[config.mk]
export PLATFORM = sky130hd
export DESIGN_NAME = frame_header_deframer_unit
export DESIGN_NICKNAME = d
export VERILOG_FILES = /design/src/rtl/core/fhd_pkg.sv /design/src/rtl/core/fhd_front.sv /design/src/rtl/core/fhd_queue.sv /design/src/rtl/core/fhd_back.sv /design/src/rtl/core/frame_header_deframer_unit.sv
export SDC_FILE = /design/constraint.sdc
export NUM_CORES = 1
export LEC_CHECK = 0
export ABC_CLOCK_PERIOD_IN_PS = 5800
export BUFFER_PORTS_ARGS = -buffer_cell sky130_fd_sc_hd__buf_4
export CAP_MARGIN = 20
export CORE_UTILIZATION = 50
export CTS_CLUSTER_SIZE = 20
export DETAILED_ROUTE_END_ITERATION = 8
export PLACE_DENSITY = 0.74
export SYNTH_ARGS = -nofsm -noshare
export SYNTH_HDL_FRONTEND = slang
export SYNTH_SLANG_ARGS = --single-unit
[constraint.sdc]
create_clock -name clk -period 5.8 [get_ports clk]
set_input_delay 1.16 -clock clk [delete_from_list [all_inputs] [get_ports clk]]
set_output_delay 1.16 -clock clk [all_outputs]
set_load 0.01 [all_outputs]
[src/rtl/core/fhd_pkg.sv]
`default_nettype none
// ---------------------------------------------------------------------------
// fhd_pkg
// shared types and constants of the frame header deframer
// ---------------------------------------------------------------------------
package fhd_pkg;

	typedef enum logic [1:0] {
		KIND_HEADER = 2'd0,
		KIND_BODY   = 2'd1,
		KIND_END    = 2'd2,
		KIND_ERROR  = 2'd3
	} kind_t;

	localparam logic [2:0] ERR_NONE     = 3'd0;
	localparam logic [2:0] ERR_VERSION  = 3'd1;
	localparam logic [2:0] ERR_SIZE     = 3'd2;
	localparam logic [2:0] ERR_RESERVED = 3'd3;
	localparam logic [2:0] ERR_END_MARK = 3'd4;

	localparam logic [7:0]  END_MARK = 8'hCE;
	localparam logic [15:0] HDR_LEN  = 16'd12;

	typedef struct packed {
		logic [3:0]  flags;
		logic [7:0]  seg_type;
		logic [15:0] channel;
		logic [3:0]  subchannel;
		logic [15:0] body_length;
	} hdr_t;

	typedef struct packed {
		kind_t       kind;
		logic [2:0]  error_code;
		hdr_t        hdr;
		logic [7:0]  data;
		logic        last;
	} entry_t;

endpackage
`default_nettype wire

[src/rtl/core/fhd_front.sv]
`default_nettype none
// ---------------------------------------------------------------------------
// fhd_front
// byte parser: walks the header, counts the body and checks the end marker,
// classifying each byte into at most one queue entry
// ---------------------------------------------------------------------------
module fhd_front import fhd_pkg::*; (
	input  wire logic       clk,
	input  wire logic       arst_n,
	input  wire logic       accept,
	input  wire logic [7:0] in_byte,
	output logic            res_valid,
	output entry_t          res
);

	typedef enum logic [1:0] {
		PH_HEADER = 2'd0,
		PH_BODY   = 2'd1,
		PH_END    = 2'd2
	} phase_t;

	localparam logic [3:0] IDX_LAST = 4'd11;

	phase_t      phase_q, phase_n;
	logic [3:0]  idx_q, idx_n, idx_e;
	logic [3:0]  flags_q, flags_n;
	logic [7:0]  type_q, type_n;
	logic [15:0] size_q, size_n;
	logic [15:0] chan_q, chan_n;
	logic [3:0]  sub_q, sub_n;
	logic        rsv_q, rsv_n;
	logic [15:0] rem_q, rem_n;
	logic        err;
	logic [2:0]  err_code;

	always_comb begin
		phase_n   = phase_q;
		idx_n     = idx_q;
		flags_n   = flags_q;
		type_n    = type_q;
		size_n    = size_q;
		chan_n    = chan_q;
		sub_n     = sub_q;
		rsv_n     = rsv_q;
		rem_n     = rem_q;
		err       = 1'b0;
		err_code  = ERR_NONE;
		res_valid = 1'b0;
		res       = '0;
		idx_e     = 4'd0;
		case (phase_q)
			PH_BODY: begin
				rem_n     = rem_q - 16'd1;
				res_valid = 1'b1;
				res.kind  = KIND_BODY;
				res.data  = in_byte;
				res.last  = (rem_n == 16'd0);
				if (rem_n == 16'd0) begin
					phase_n = PH_END;
				end
			end
			PH_END: begin
				res_valid = 1'b1;
				phase_n   = PH_HEADER;
				idx_n     = 4'd0;
				rsv_n     = 1'b0;
				if (in_byte != END_MARK) begin
					res.kind       = KIND_ERROR;
					res.error_code = ERR_END_MARK;
				end else begin
					res.kind = KIND_END;
				end
			end
			default: begin
				if (phase_q == PH_HEADER && idx_q <= IDX_LAST) begin
					idx_e = idx_q;
				end else begin
					idx_e = 4'd0;
					rsv_n = 1'b0;
				end
				case (idx_e)
					4'd0: begin
						if (in_byte[7:6] != 2'b00) begin
							err      = 1'b1;
							err_code = ERR_VERSION;
						end else begin
							flags_n = in_byte[3:0];
							if (in_byte[5:4] != 2'b00) begin
								rsv_n = 1'b1;
							end
						end
					end
					4'd1: begin
						type_n = in_byte;
					end
					4'd2: begin
						size_n = {in_byte, 8'h00};
					end
					4'd3: begin
						size_n = {size_q[15:8], in_byte};
						if (size_n < HDR_LEN) begin
							err      = 1'b1;
							err_code = ERR_SIZE;
						end
					end
					4'd4: begin
						if (in_byte != 8'h00) begin
							rsv_n = 1'b1;
						end
					end
					4'd5: begin
						sub_n = in_byte[3:0];
						if (in_byte[7:4] != 4'h0) begin
							rsv_n = 1'b1;
						end
					end
					4'd6: begin
						chan_n = {in_byte, 8'h00};
					end
					4'd7: begin
						chan_n = {chan_q[15:8], in_byte};
					end
					default: begin
					end
				endcase
				if (!err && idx_e == IDX_LAST && rsv_n) begin
					err      = 1'b1;
					err_code = ERR_RESERVED;
				end
				if (err) begin
					res_valid      = 1'b1;
					res.kind       = KIND_ERROR;
					res.error_code = err_code;
					phase_n        = PH_HEADER;
					idx_n          = 4'd0;
					rsv_n          = 1'b0;
				end else if (idx_e == IDX_LAST) begin
					res_valid              = 1'b1;
					res.kind               = KIND_HEADER;
					res.hdr.flags          = flags_n;
					res.hdr.seg_type       = type_n;
					res.hdr.channel        = chan_n;
					res.hdr.subchannel     = sub_n;
					res.hdr.body_length    = size_n - HDR_LEN;
					rem_n                  = size_n - HDR_LEN;
					idx_n                  = 4'd0;
					phase_n                = (rem_n == 16'd0) ? PH_END : PH_BODY;
				end else begin
					phase_n = PH_HEADER;
					idx_n   = idx_e + 4'd1;
				end
			end
		endcase
	end

	always_ff @(posedge clk or negedge arst_n) begin
		if (!arst_n) begin
			phase_q <= PH_HEADER;
			idx_q   <= 4'd0;
			flags_q <= 4'd0;
			type_q  <= 8'd0;
			size_q  <= 16'd0;
			chan_q  <= 16'd0;
			sub_q   <= 4'd0;
			rsv_q   <= 1'b0;
			rem_q   <= 16'd0;
		end else if (accept) begin
			phase_q <= phase_n;
			idx_q   <= idx_n;
			flags_q <= flags_n;
			type_q  <= type_n;
			size_q  <= size_n;
			chan_q  <= chan_n;
			sub_q   <= sub_n;
			rsv_q   <= rsv_n;
			rem_q   <= rem_n;
		end
	end

endmodule
`default_nettype wire

[src/rtl/core/fhd_queue.sv]
`default_nettype none
// ---------------------------------------------------------------------------
// fhd_queue
// short first-in first-out queue between parser and output stage
// ---------------------------------------------------------------------------
module fhd_queue import fhd_pkg::*; #(
	parameter int DEPTH = 2
) (
	input  wire logic   clk,
	input  wire logic   arst_n,
	input  wire logic   wr_en,
	input  entry_t      wr_data,
	output logic        q_full,
	output logic        q_valid,
	input  wire logic   rd_en,
	output entry_t      rd_data
);

	localparam int PW = (DEPTH > 1) ? $clog2(DEPTH) : 1;
	localparam int CW = $clog2(DEPTH + 1);
	localparam logic [PW-1:0] PTR_LAST = PW'(DEPTH - 1);
	localparam logic [CW-1:0] CNT_FULL = CW'(DEPTH);

	entry_t          mem_q [DEPTH];
	logic [PW-1:0]   wptr_q, rptr_q;
	logic [CW-1:0]   cnt_q;
	logic            do_wr, do_rd;

	assign q_full  = (cnt_q == CNT_FULL);
	assign q_valid = (cnt_q != '0);
	assign rd_data = mem_q[rptr_q];
	assign do_wr   = wr_en && !q_full;
	assign do_rd   = rd_en && q_valid;

	always_ff @(posedge clk) begin
		if (do_wr) begin
			mem_q[wptr_q] <= wr_data;
		end
	end

	always_ff @(posedge clk or negedge arst_n) begin
		if (!arst_n) begin
			wptr_q <= '0;
			rptr_q <= '0;
			cnt_q  <= '0;
		end else begin
			if (do_wr) begin
				wptr_q <= (wptr_q == PTR_LAST) ? '0 : wptr_q + PW'(1);
			end
			if (do_rd) begin
				rptr_q <= (rptr_q == PTR_LAST) ? '0 : rptr_q + PW'(1);
			end
			if (do_wr && !do_rd) begin
				cnt_q <= cnt_q + CW'(1);
			end else if (do_rd && !do_wr) begin
				cnt_q <= cnt_q - CW'(1);
			end
		end
	end

endmodule
`default_nettype wire

[src/rtl/core/fhd_back.sv]
`default_nettype none
// ---------------------------------------------------------------------------
// fhd_back
// output stage: holds the current frame header and builds each result
// into the output register
// ---------------------------------------------------------------------------
module fhd_back import fhd_pkg::*; (
	input  wire logic   clk,
	input  wire logic   arst_n,
	input  wire logic   q_valid,
	input  entry_t      q_data,
	output logic        q_take,
	output logic        out_valid,
	input  wire logic   out_pop,
	output logic [1:0]  out_kind,
	output logic [2:0]  out_error_code,
	output hdr_t        out_hdr,
	output logic [7:0]  out_data,
	output logic        out_last
);

	logic        valid_q;
	hdr_t        hdr_q;
	logic [1:0]  kind_q;
	logic [2:0]  code_q;
	hdr_t        ohdr_q;
	logic [7:0]  data_q;
	logic        last_q;

	assign q_take         = q_valid && (!valid_q || out_pop);
	assign out_valid      = valid_q;
	assign out_kind       = kind_q;
	assign out_error_code = code_q;
	assign out_hdr        = ohdr_q;
	assign out_data       = data_q;
	assign out_last       = last_q;

	always_ff @(posedge clk or negedge arst_n) begin
		if (!arst_n) begin
			valid_q <= 1'b0;
		end else if (q_take) begin
			valid_q <= 1'b1;
		end else if (out_pop) begin
			valid_q <= 1'b0;
		end
	end

	always_ff @(posedge clk) begin
		if (q_take) begin
			kind_q <= q_data.kind;
			code_q <= ERR_NONE;
			data_q <= 8'd0;
			last_q <= 1'b0;
			case (q_data.kind)
				KIND_HEADER: begin
					hdr_q  <= q_data.hdr;
					ohdr_q <= q_data.hdr;
				end
				KIND_BODY: begin
					ohdr_q <= hdr_q;
					data_q <= q_data.data;
					last_q <= q_data.last;
				end
				KIND_END: begin
					ohdr_q <= hdr_q;
				end
				default: begin
					ohdr_q <= '0;
					code_q <= q_data.error_code;
				end
			endcase
		end
	end

endmodule
`default_nettype wire

[src/rtl/core/frame_header_deframer_unit.sv]
`default_nettype none
// ---------------------------------------------------------------------------
// frame_header_deframer_unit
// path: each result goes from the parser through the queue into the output register
// throughput: one byte per cycle while full is low; the parser handles each accepted byte
// reset: arst_n clears the parser to header byte 0 and empties queue and output
// ---------------------------------------------------------------------------
module frame_header_deframer_unit import fhd_pkg::*; #(
	parameter int QUEUE_DEPTH = 2
) (
	input  wire logic        clk,
	input  wire logic        arst_n,
	input  wire logic        push,
	output logic             full,
	input  wire logic [7:0]  in_byte,
	output logic             empty,
	input  wire logic        pop,
	output logic [1:0]       kind,
	output logic [2:0]       error_code,
	output logic [3:0]       frame_flags,
	output logic [7:0]       segment_type,
	output logic [15:0]      channel_number,
	output logic [3:0]       subchannel_number,
	output logic [15:0]      body_length,
	output logic [7:0]       body_byte,
	output logic             last_body_byte
);

	logic    accept;
	logic    res_valid;
	entry_t  res;
	logic    q_full, q_valid, q_take;
	entry_t  q_data;
	logic    out_valid;
	hdr_t    out_hdr;

	assign full   = q_full;
	assign accept = push && !q_full;
	assign empty  = !out_valid;

	fhd_front u_front (
		.clk       (clk),
		.arst_n    (arst_n),
		.accept    (accept),
		.in_byte   (in_byte),
		.res_valid (res_valid),
		.res       (res)
	);

	fhd_queue #(
		.DEPTH (QUEUE_DEPTH)
	) u_queue (
		.clk     (clk),
		.arst_n  (arst_n),
		.wr_en   (accept && res_valid),
		.wr_data (res),
		.q_full  (q_full),
		.q_valid (q_valid),
		.rd_en   (q_take),
		.rd_data (q_data)
	);

	fhd_back u_back (
		.clk            (clk),
		.arst_n         (arst_n),
		.q_valid        (q_valid),
		.q_data         (q_data),
		.q_take         (q_take),
		.out_valid      (out_valid),
		.out_pop        (pop),
		.out_kind       (kind),
		.out_error_code (error_code),
		.out_hdr        (out_hdr),
		.out_data       (body_byte),
		.out_last       (last_body_byte)
	);

	assign frame_flags       = out_hdr.flags;
	assign segment_type      = out_hdr.seg_type;
	assign channel_number    = out_hdr.channel;
	assign subchannel_number = out_hdr.subchannel;
	assign body_length       = out_hdr.body_length;

endmodule
`default_nettype wire
==> results of run 1 <==
==> final cells by class <==
cell class	instances	share of cell area, %
well taps	372	2.96
clock buffers	46	5.42
inverters	23	0.549
clock inverters	12	0.604
multi-input cells	674	29.1
flip-flops and latches	310	56.8
repair buffers	92	4.60
==> sequential cells by signal, indices dropped and copies added, names as in the netlist, 3 cells and up <==
name	cells
u_back.out_data	8
u_front.flags_q	4
u_front.rem_q	16
u_back.out_hdr	48
u_front.type_q	8
u_back.out_error_code	3
u_front.chan_q	16
u_front.idx_q	4
u_queue.mem_q	124
u_back.hdr_q	48
u_front.size_q	16
u_front.sub_q	4
==> synthesized netlist by cell type, types with 24 or more instances <==
cell type	number
nor2_1	137
a21oi_1	25
a22o_1	24
mux2i_1	31
edfxtp_1	234
nand3_1	25
o21ai_0	39
nand2_1	49
mux2_2	65
dfrtp_1	76
a22oi_1	75
clkbuf_1	66
==> stage by stage <==
step	util, %	cell area (µm²)	worst slack [ps]	cells	hold WS [ps]
4_1_cts	57.9	15700	1170	1527	504
6_report	58.1	15700	1130	1529	498
2_1_floorplan	-	13900	1060	1086	458
3_3_place_gp	54.4	14700	1430	1469	478
5_1_grt	58.1	15700	731	1529	511
3_5_place_dp	54.4	14700	1210	1469	485
==> cells by family (layout without fill, tap and decap cells) <==
| family | Yosys count | count (layout) | synth area share [%] |
|---|---|---|---|
| buffers and inverters | 102 | 173 | 2.96 |
| and+or+nand+nor | 314 | 314 | 11.0 |
| AOI/OAI and AO/OA | 232 | 232 | 11.9 |
| xor gates and xnor gates | 19 | 19 | 1.25 |
| adders and majority gates | 13 | 13 | 1.17 |
| muxes | 96 | 96 | 7.50 |
| DFF | 310 | 310 | 64.2 |
==> worst max-delay path by stage <==
stage	from	endpoint	slack, ps	cells after the start
2_1_floorplan	pop	u_back.hdr_q[0]	1060	3
3_3_place_gp	u_front.phase_q[0]	u_front.phase_q[0]	1430	17
3_5_place_dp	u_front.phase_q[0]	u_front.phase_q[0]	1210	17
4_1_cts	u_front.phase_q[0]	u_front.phase_q[0]	1170	17
5_1_grt	u_front.phase_q[0]	u_front.phase_q[0]	730	17
6_report	u_front.phase_q[0]	u_front.phase_q[0]	1130	17
==> report_power, final <==
group	switching (W)	internal [W]	total (W)
registers	0.000287	0.00320	0.00349
logic	0.00171	0.00118	0.00289
clock network	0.000801	0.00106	0.00186
total	0.00280	0.00545	0.00824
==> routing by layer <==
metal  part of all wire, %  up-vias  wire length [µm]  global-route usage, %
li1                      -     4169                 -                      -
met1                    45     4504             13500                   30.4
met2                    47      340             14100                   33.3
met3                   6.1       51              1850                   3.39
met4                   2.3        0               708                   6.40
met5                     0        -                 0                      0
==> worst register-to-register path: stages, from the launching register on <==
cell and delay (ps):
dfrtp_1 390, inv_1 110, ha_1 420, a21boi_0 650
nand2_1 170, inv_1 90, ha_1 230, inv_1 130
a21o_1 340, nand3_1 150, nand2_1 140, ha_1 260
a221o_1 330, nor4_4 280, o221ai_1 190, xnor2_1 300
nand4b_1 160, o21a_1 220
==> out/results.tsv, run 1 <==
stage	metric	value	unit
critical_path	cp.required	6250	ps
clock_network	clk_pin_slew	70	ps
timing	period_needed	4670	ps
critical_path	timing.rr.start	u_front.phase_q[0]	
global_routing	grt_use_total	21.2	%
floorplan	die_h	169	µm
yosys	syn-num-nets	1111	
critical_path	r2r_cells	17	
clock_network	h-tree-depth	1	
critical_path	start_kind	flop	
outcome	outcome	complete, no violations	
clock_network	cts_tree	built	
critical_path	cp_slowest_cell	a21boi_0	
floorplan	die_w	169	µm
critical_path	path_class	reg2reg	
floorplan	core	0.0271	mm²
yosys	ys_ff_latch	310	
floorplan	die_area	0.0285	mm²
clock_network	numCtsBuffers	31	
yosys	yosysTopAreaCell	edfxtp_1	
placed_design	hpwl	19100	µm
yosys	yosys_most_used_dff	edfxtp_1	
power	power_density	524	mW/mm²
critical_path	cp_cell_sequence	inv_1 > ha_1 > a21boi_0 > nand2_1 > inv_1 > ha_1 > inv_1 > a21o_1 > nand3_1 > nand2_1 > ha_1 > a221o_1 > nor4_4 > o221ai_1 > xnor2_1 > nand4b_1 > o21a_1	
cells_and_area	syn_to_final_growth	13.2	%
hold_path	whs_endpoint	u_front.size_q[1]	
timing	finalHoldViolations	0	
yosys	synth.area.top_cells	edfxtp_1 (51%), dfrtp_1 (14%), mux2_2 (5.3%), a22oi_1 (4.1%), nor2_1 (3.7%)	
detailed_routing	vias_per_cell	5.93	
detailed_routing	via_count	9064	
power	finalPower	0.00824	W
clock_network	clock_latency	560	ps
critical_path	rrSetupSlack	1130	ps
clock_network	root_buffer	clkbuf_16	
hold_path	whs_path_depth	2	
cells_and_area	final_nets	1157	
power	p_leak	5.90	nW
critical_path	critPathTopFamily	compound AO/OA/AOI/OAI gates	
timing	finalSetupTns	0	ps
clock_network	cts_sinks	310	
detailed_routing	drtIter0Drc	1025	
yosys	synth_area	0.0139	mm²
detailed_routing	wl	30200	µm
critical_path	critPathMaxStageDelay	640	ps
timing	fmax	0.214	GHz
cells_and_area	mostFrequentLayoutCells	edfxtp_1 (234), nor2_1 (137), buf_4 (90)	
yosys	postSynthCellCount	1086	
yosys	synth.distinct_cells	69	
detailed_routing	avgRoutedWirePerCell	19.7	µm
cells_and_area	final_common_cell	edfxtp_1	
yosys	synth_edf_count	234	
timing	tightest_slew	895	ps
hold_path	hold_class	reg2reg	
timing	rsz0062_at_grt	false	
timing	skew	18.7	ps
floorplan	rows	60	
floorplan	initial_core_util	51.3	%
critical_path	reg2reg_to	u_front.phase_q[0]	
clock_network	cts_setup_buffers	0	
critical_path	critPathMaxFanout	13	
global_routing	grt_pass1_wl	47200	µm
cells_and_area	fillers	2172	
yosys	synth_warnings	0	
detailed_routing	remaining_drc_errors	0	
placed_design	numPortBuffers	75	
timing	slew_violations	0	
cells_and_area	multi_input_area	0.00458	mm²
yosys	syn_avg_cell_area	12.8	µm²
cells_and_area	drive_above_1_share	19.0	%
global_routing	antenna_found_initial	0	
clock_network	cts_buffer_depth	3	
cells_and_area	seqCellArea	0.00893	mm²
detailed_routing	ant_nets	0	
flow_run	drv_cap	0	
timing	maxSlewHeadroom	40.2	%
global_routing	grt_max_degree	77	
cells_and_area	antenna_cells	0	
timing	finalSetupViolCount	0	
placed_design	place.gp.congestion	0.904	
yosys	synth-seq-area-share	64.2	%
timing	period_share	80.5	%
global_routing	overflow	0	
critical_path	cp.buffers_inverters	3	
clock_network	holdBufCountCts	0	
critical_path	end_kind	flop	
yosys	synthArstFlopShare	24.5	%
hold_path	min_from	u_front.size_q[1]	
clock_network	post_cts_resized	0	
detailed_routing	dr.pass1.iters	7	
critical_path	arrival	5120	ps
global_routing	grt_pass1_vias	8615	
power	ir_drop	0.000267	V
floorplan	boundaryPins	76	
yosys	synth.top_cell.area_share	50.6	%
Power figures use the tool's default switching activity.
==> inputs of run 2 (changes only) <==
--- a/config.mk
+++ b/config.mk
@@ -5,7 +5,7 @@
 export SDC_FILE = /design/constraint.sdc
 export NUM_CORES = 1
 export LEC_CHECK = 0
-export ABC_CLOCK_PERIOD_IN_PS = 5800
+export ABC_CLOCK_PERIOD_IN_PS = 3900
 export BUFFER_PORTS_ARGS = -buffer_cell sky130_fd_sc_hd__buf_4
 export CAP_MARGIN = 20
 export CORE_UTILIZATION = 50
==> constraint.sdc (replaced) <==
create_clock -name clk -period 3.9 [get_ports clk]
set_input_delay 0.78 -clock clk [delete_from_list [all_inputs] [get_ports clk]]
set_output_delay 0.78 -clock clk [all_outputs]
set_load 0.01 [all_outputs]
==> run 2 against run 1 <==
  * Final area grew 1.5%
  * Non-clock buffer count grew 18
  * Clock power grew 56%
  * Critical path depth is the same
  * Sequential cell count is the same
  * Wire length shrank 0.53%
  * Critical endpoint unchanged
  * Largest power group unchanged
==> out/results.tsv, run 2 (synthesized netlist as in run 1, its figures left out) <==
stage	metric	value	unit	change
floorplan	core	0.0271	mm²	unchanged
power	power_density	784	mW/mm²	was 524 mW/mm²
timing	tightest_slew	859	ps	was 895 ps
clock_network	holdBufCountCts	0		unchanged
floorplan	rows	60		unchanged
timing	maxSlewHeadroom	42.7	%	was 40.2%
floorplan	die_h	169	µm	unchanged
timing	period_share	93.1	%	was 80.5%
floorplan	die_area	0.0285	mm²	unchanged
critical_path	cp_cell_sequence	inv_1 > ha_2 > a21boi_2 > buf_4 > nand2_1 > ha_2 > inv_1 > a21o_1 > nand3_1 > nand2_1 > ha_1 > a221o_1 > nor4_4 > o221ai_1 > xnor2_1 > nand4b_1 > o21a_1		was inv_1 > ha_1 > a21boi_0 > nand2_1 > inv_1 > ha_1 > inv_1 > a21o_1 > nand3_1 > nand2_1 > ha_1 > a221o_1 > nor4_4 > o221ai_1 > xnor2_1 > nand4b_1 > o21a_1
critical_path	path_class	reg2reg		unchanged
global_routing	grt_max_degree	77		unchanged
critical_path	start_kind	flop		unchanged
cells_and_area	top_register	u_queue.mem_q		unchanged
critical_path	arrival	4070	ps	was 5120 ps
clock_network	cts_buffer_depth	3		unchanged
detailed_routing	remaining_drc_errors	0		unchanged
critical_path	critPathMaxFanout	5		was 13
critical_path	end_kind	flop		unchanged
clock_network	clock_latency	550	ps	was 560 ps
clock_network	h-tree-depth	1		unchanged
cells_and_area	final_nets	1174		was 1157
clock_network	cts_tree	built		unchanged
timing	finalSetupTns	0	ps	unchanged
power	p_leak	6.04	nW	was 5.90 nW
clock_network	cts_sinks	310		unchanged
critical_path	critPathTopFamily	compound AO/OA/AOI/OAI gates		unchanged
global_routing	antenna_found_initial	0		unchanged
cells_and_area	drive_above_1_share	21.3	%	was 19.0%
power	ir_drop	0.000350	V	was 0.000267 V
cells_and_area	final_common_cell	edfxtp_1		unchanged
critical_path	cp.buffers_inverters	3		unchanged
cells_and_area	mostFrequentLayoutCells	edfxtp_1 (234), nor2_1 (137), buf_4 (105)		was edfxtp_1 (234), nor2_1 (137), buf_4 (90)
placed_design	hpwl	19900	µm	was 19100 µm
flow_run	drv_cap	0		unchanged
cells_and_area	antenna_cells	0		unchanged
timing	period_needed	3630	ps	was 4670 ps
clock_network	numCtsBuffers	30		was 31
timing	finalHoldViolations	0		unchanged
critical_path	timing.rr.start	u_front.phase_q[0]		unchanged
global_routing	grt_use_total	21.1	%	was 21.2%
placed_design	place.gp.congestion	0.905		was 0.904
outcome	outcome	complete, no violations		unchanged
placed_design	numPortBuffers	75		unchanged
timing	fmax	0.276	GHz	was 0.214 GHz
detailed_routing	ant_nets	0		unchanged
detailed_routing	drtIter0Drc	796		was 1025
detailed_routing	via_count	8995		was 9064
hold_path	hold_class	in2async		was reg2reg
critical_path	critPathMaxStageDelay	360	ps	was 640 ps
global_routing	grt_pass1_wl	47400	µm	was 47200 µm
critical_path	cp.required	4340	ps	was 6250 ps
detailed_routing	wl	30000	µm	was 30200 µm
critical_path	cp_slowest_cell	dfrtp_1		was a21boi_0
detailed_routing	vias_per_cell	5.82		was 5.93
critical_path	startpoint	u_front.phase_q[0]		unchanged
detailed_routing	dr.pass1.iters	5		was 7
global_routing	overflow	0		unchanged
cells_and_area	syn_to_final_growth	14.9	%	was 13.2%
timing	finalSetupViolCount	0		unchanged
clock_network	root_buffer	clkbuf_16		unchanged
floorplan	die_w	169	µm	unchanged
floorplan	boundaryPins	76		unchanged
detailed_routing	avgRoutedWirePerCell	19.4	µm	was 19.7 µm
cells_and_area	final_util	58.9	%	was 58.1%
global_routing	grt_pass1_vias	8713		was 8615
timing	skew	11.9	ps	was 18.7 ps
clock_network	clk_pin_slew	70	ps	about the same
timing	slew_violations	0		unchanged
floorplan	initial_core_util	51.3	%	unchanged
cells_and_area	largest_register_ffs	124		unchanged
timing	whs	52.9	ps	was 498 ps
[run 2: what timing repair did]
item,CTS,global route
setup endpoints to repair,0,8
resized for setup,0,4
buffers inserted,0,2
[run 2: metrics by stage]
| stage | cells | setup WS, ps | power, W | instance area [µm²] |
|---|---|---|---|---|
| finish | 1545 | 271 | 0.0125 | 16000 |
| floorplan | 1086 | 95.9 | 0.00808 | 13900 |
| CTS | 1542 | 59.5 | 0.0125 | 15900 |
| global placement | 1486 | 220 | 0.00950 | 14900 |
| detailed placement | 1486 | 82.1 | 0.00961 | 14900 |
| global route | 1545 | -9.72 | 0.0132 | 16000 |
[run 2: layout make-up]
cell class / instances / area [µm²]
Fill cell: 2175 / 11100
Sequential cell: 310 / 8930
Multi-Input combinational cell: 674 / 4600
Timing Repair Buffer: 110 / 896
Clock buffer: 35 / 800
Tap cell: 372 / 465
Clock inverter: 21 / 201
Inverter: 23 / 86.3
[run 2: layer usage]
layer / vias to the layer above / part of all wire (%) / routed length (µm) / track usage [%]
li1: 4203 / - / - / -
met1: 4465 / 46 / 13700 / 30.4
met2: 272 / 46 / 13800 / 33.2
met3: 55 / 5.6 / 1690 / 2.78
met4: 0 / 2.6 / 772 / 6.76
met5: - / 0 / 0 / 0
[run 2: path summary, 6_finish.rpt]
check	to	slack [ps]	cells past startpoint
hold / removal	u_front.rem_q[1]	50	1
setup / recovery	u_front.phase_q[0]	270	17
hold reg to reg	u_front.chan_q[4]	500	1
max in group asynchronous	u_front.flags_q[3]	3240	2
min in group clk	u_back.out_valid	430	2
setup reg to reg	u_front.phase_q[0]	270	17
[run 2: power breakdown]
group | switching (W) | internal, W
clock network | 0.00123 | 0.00167
logic | 0.00261 | 0.00187
registers | 0.000383 | 0.00476
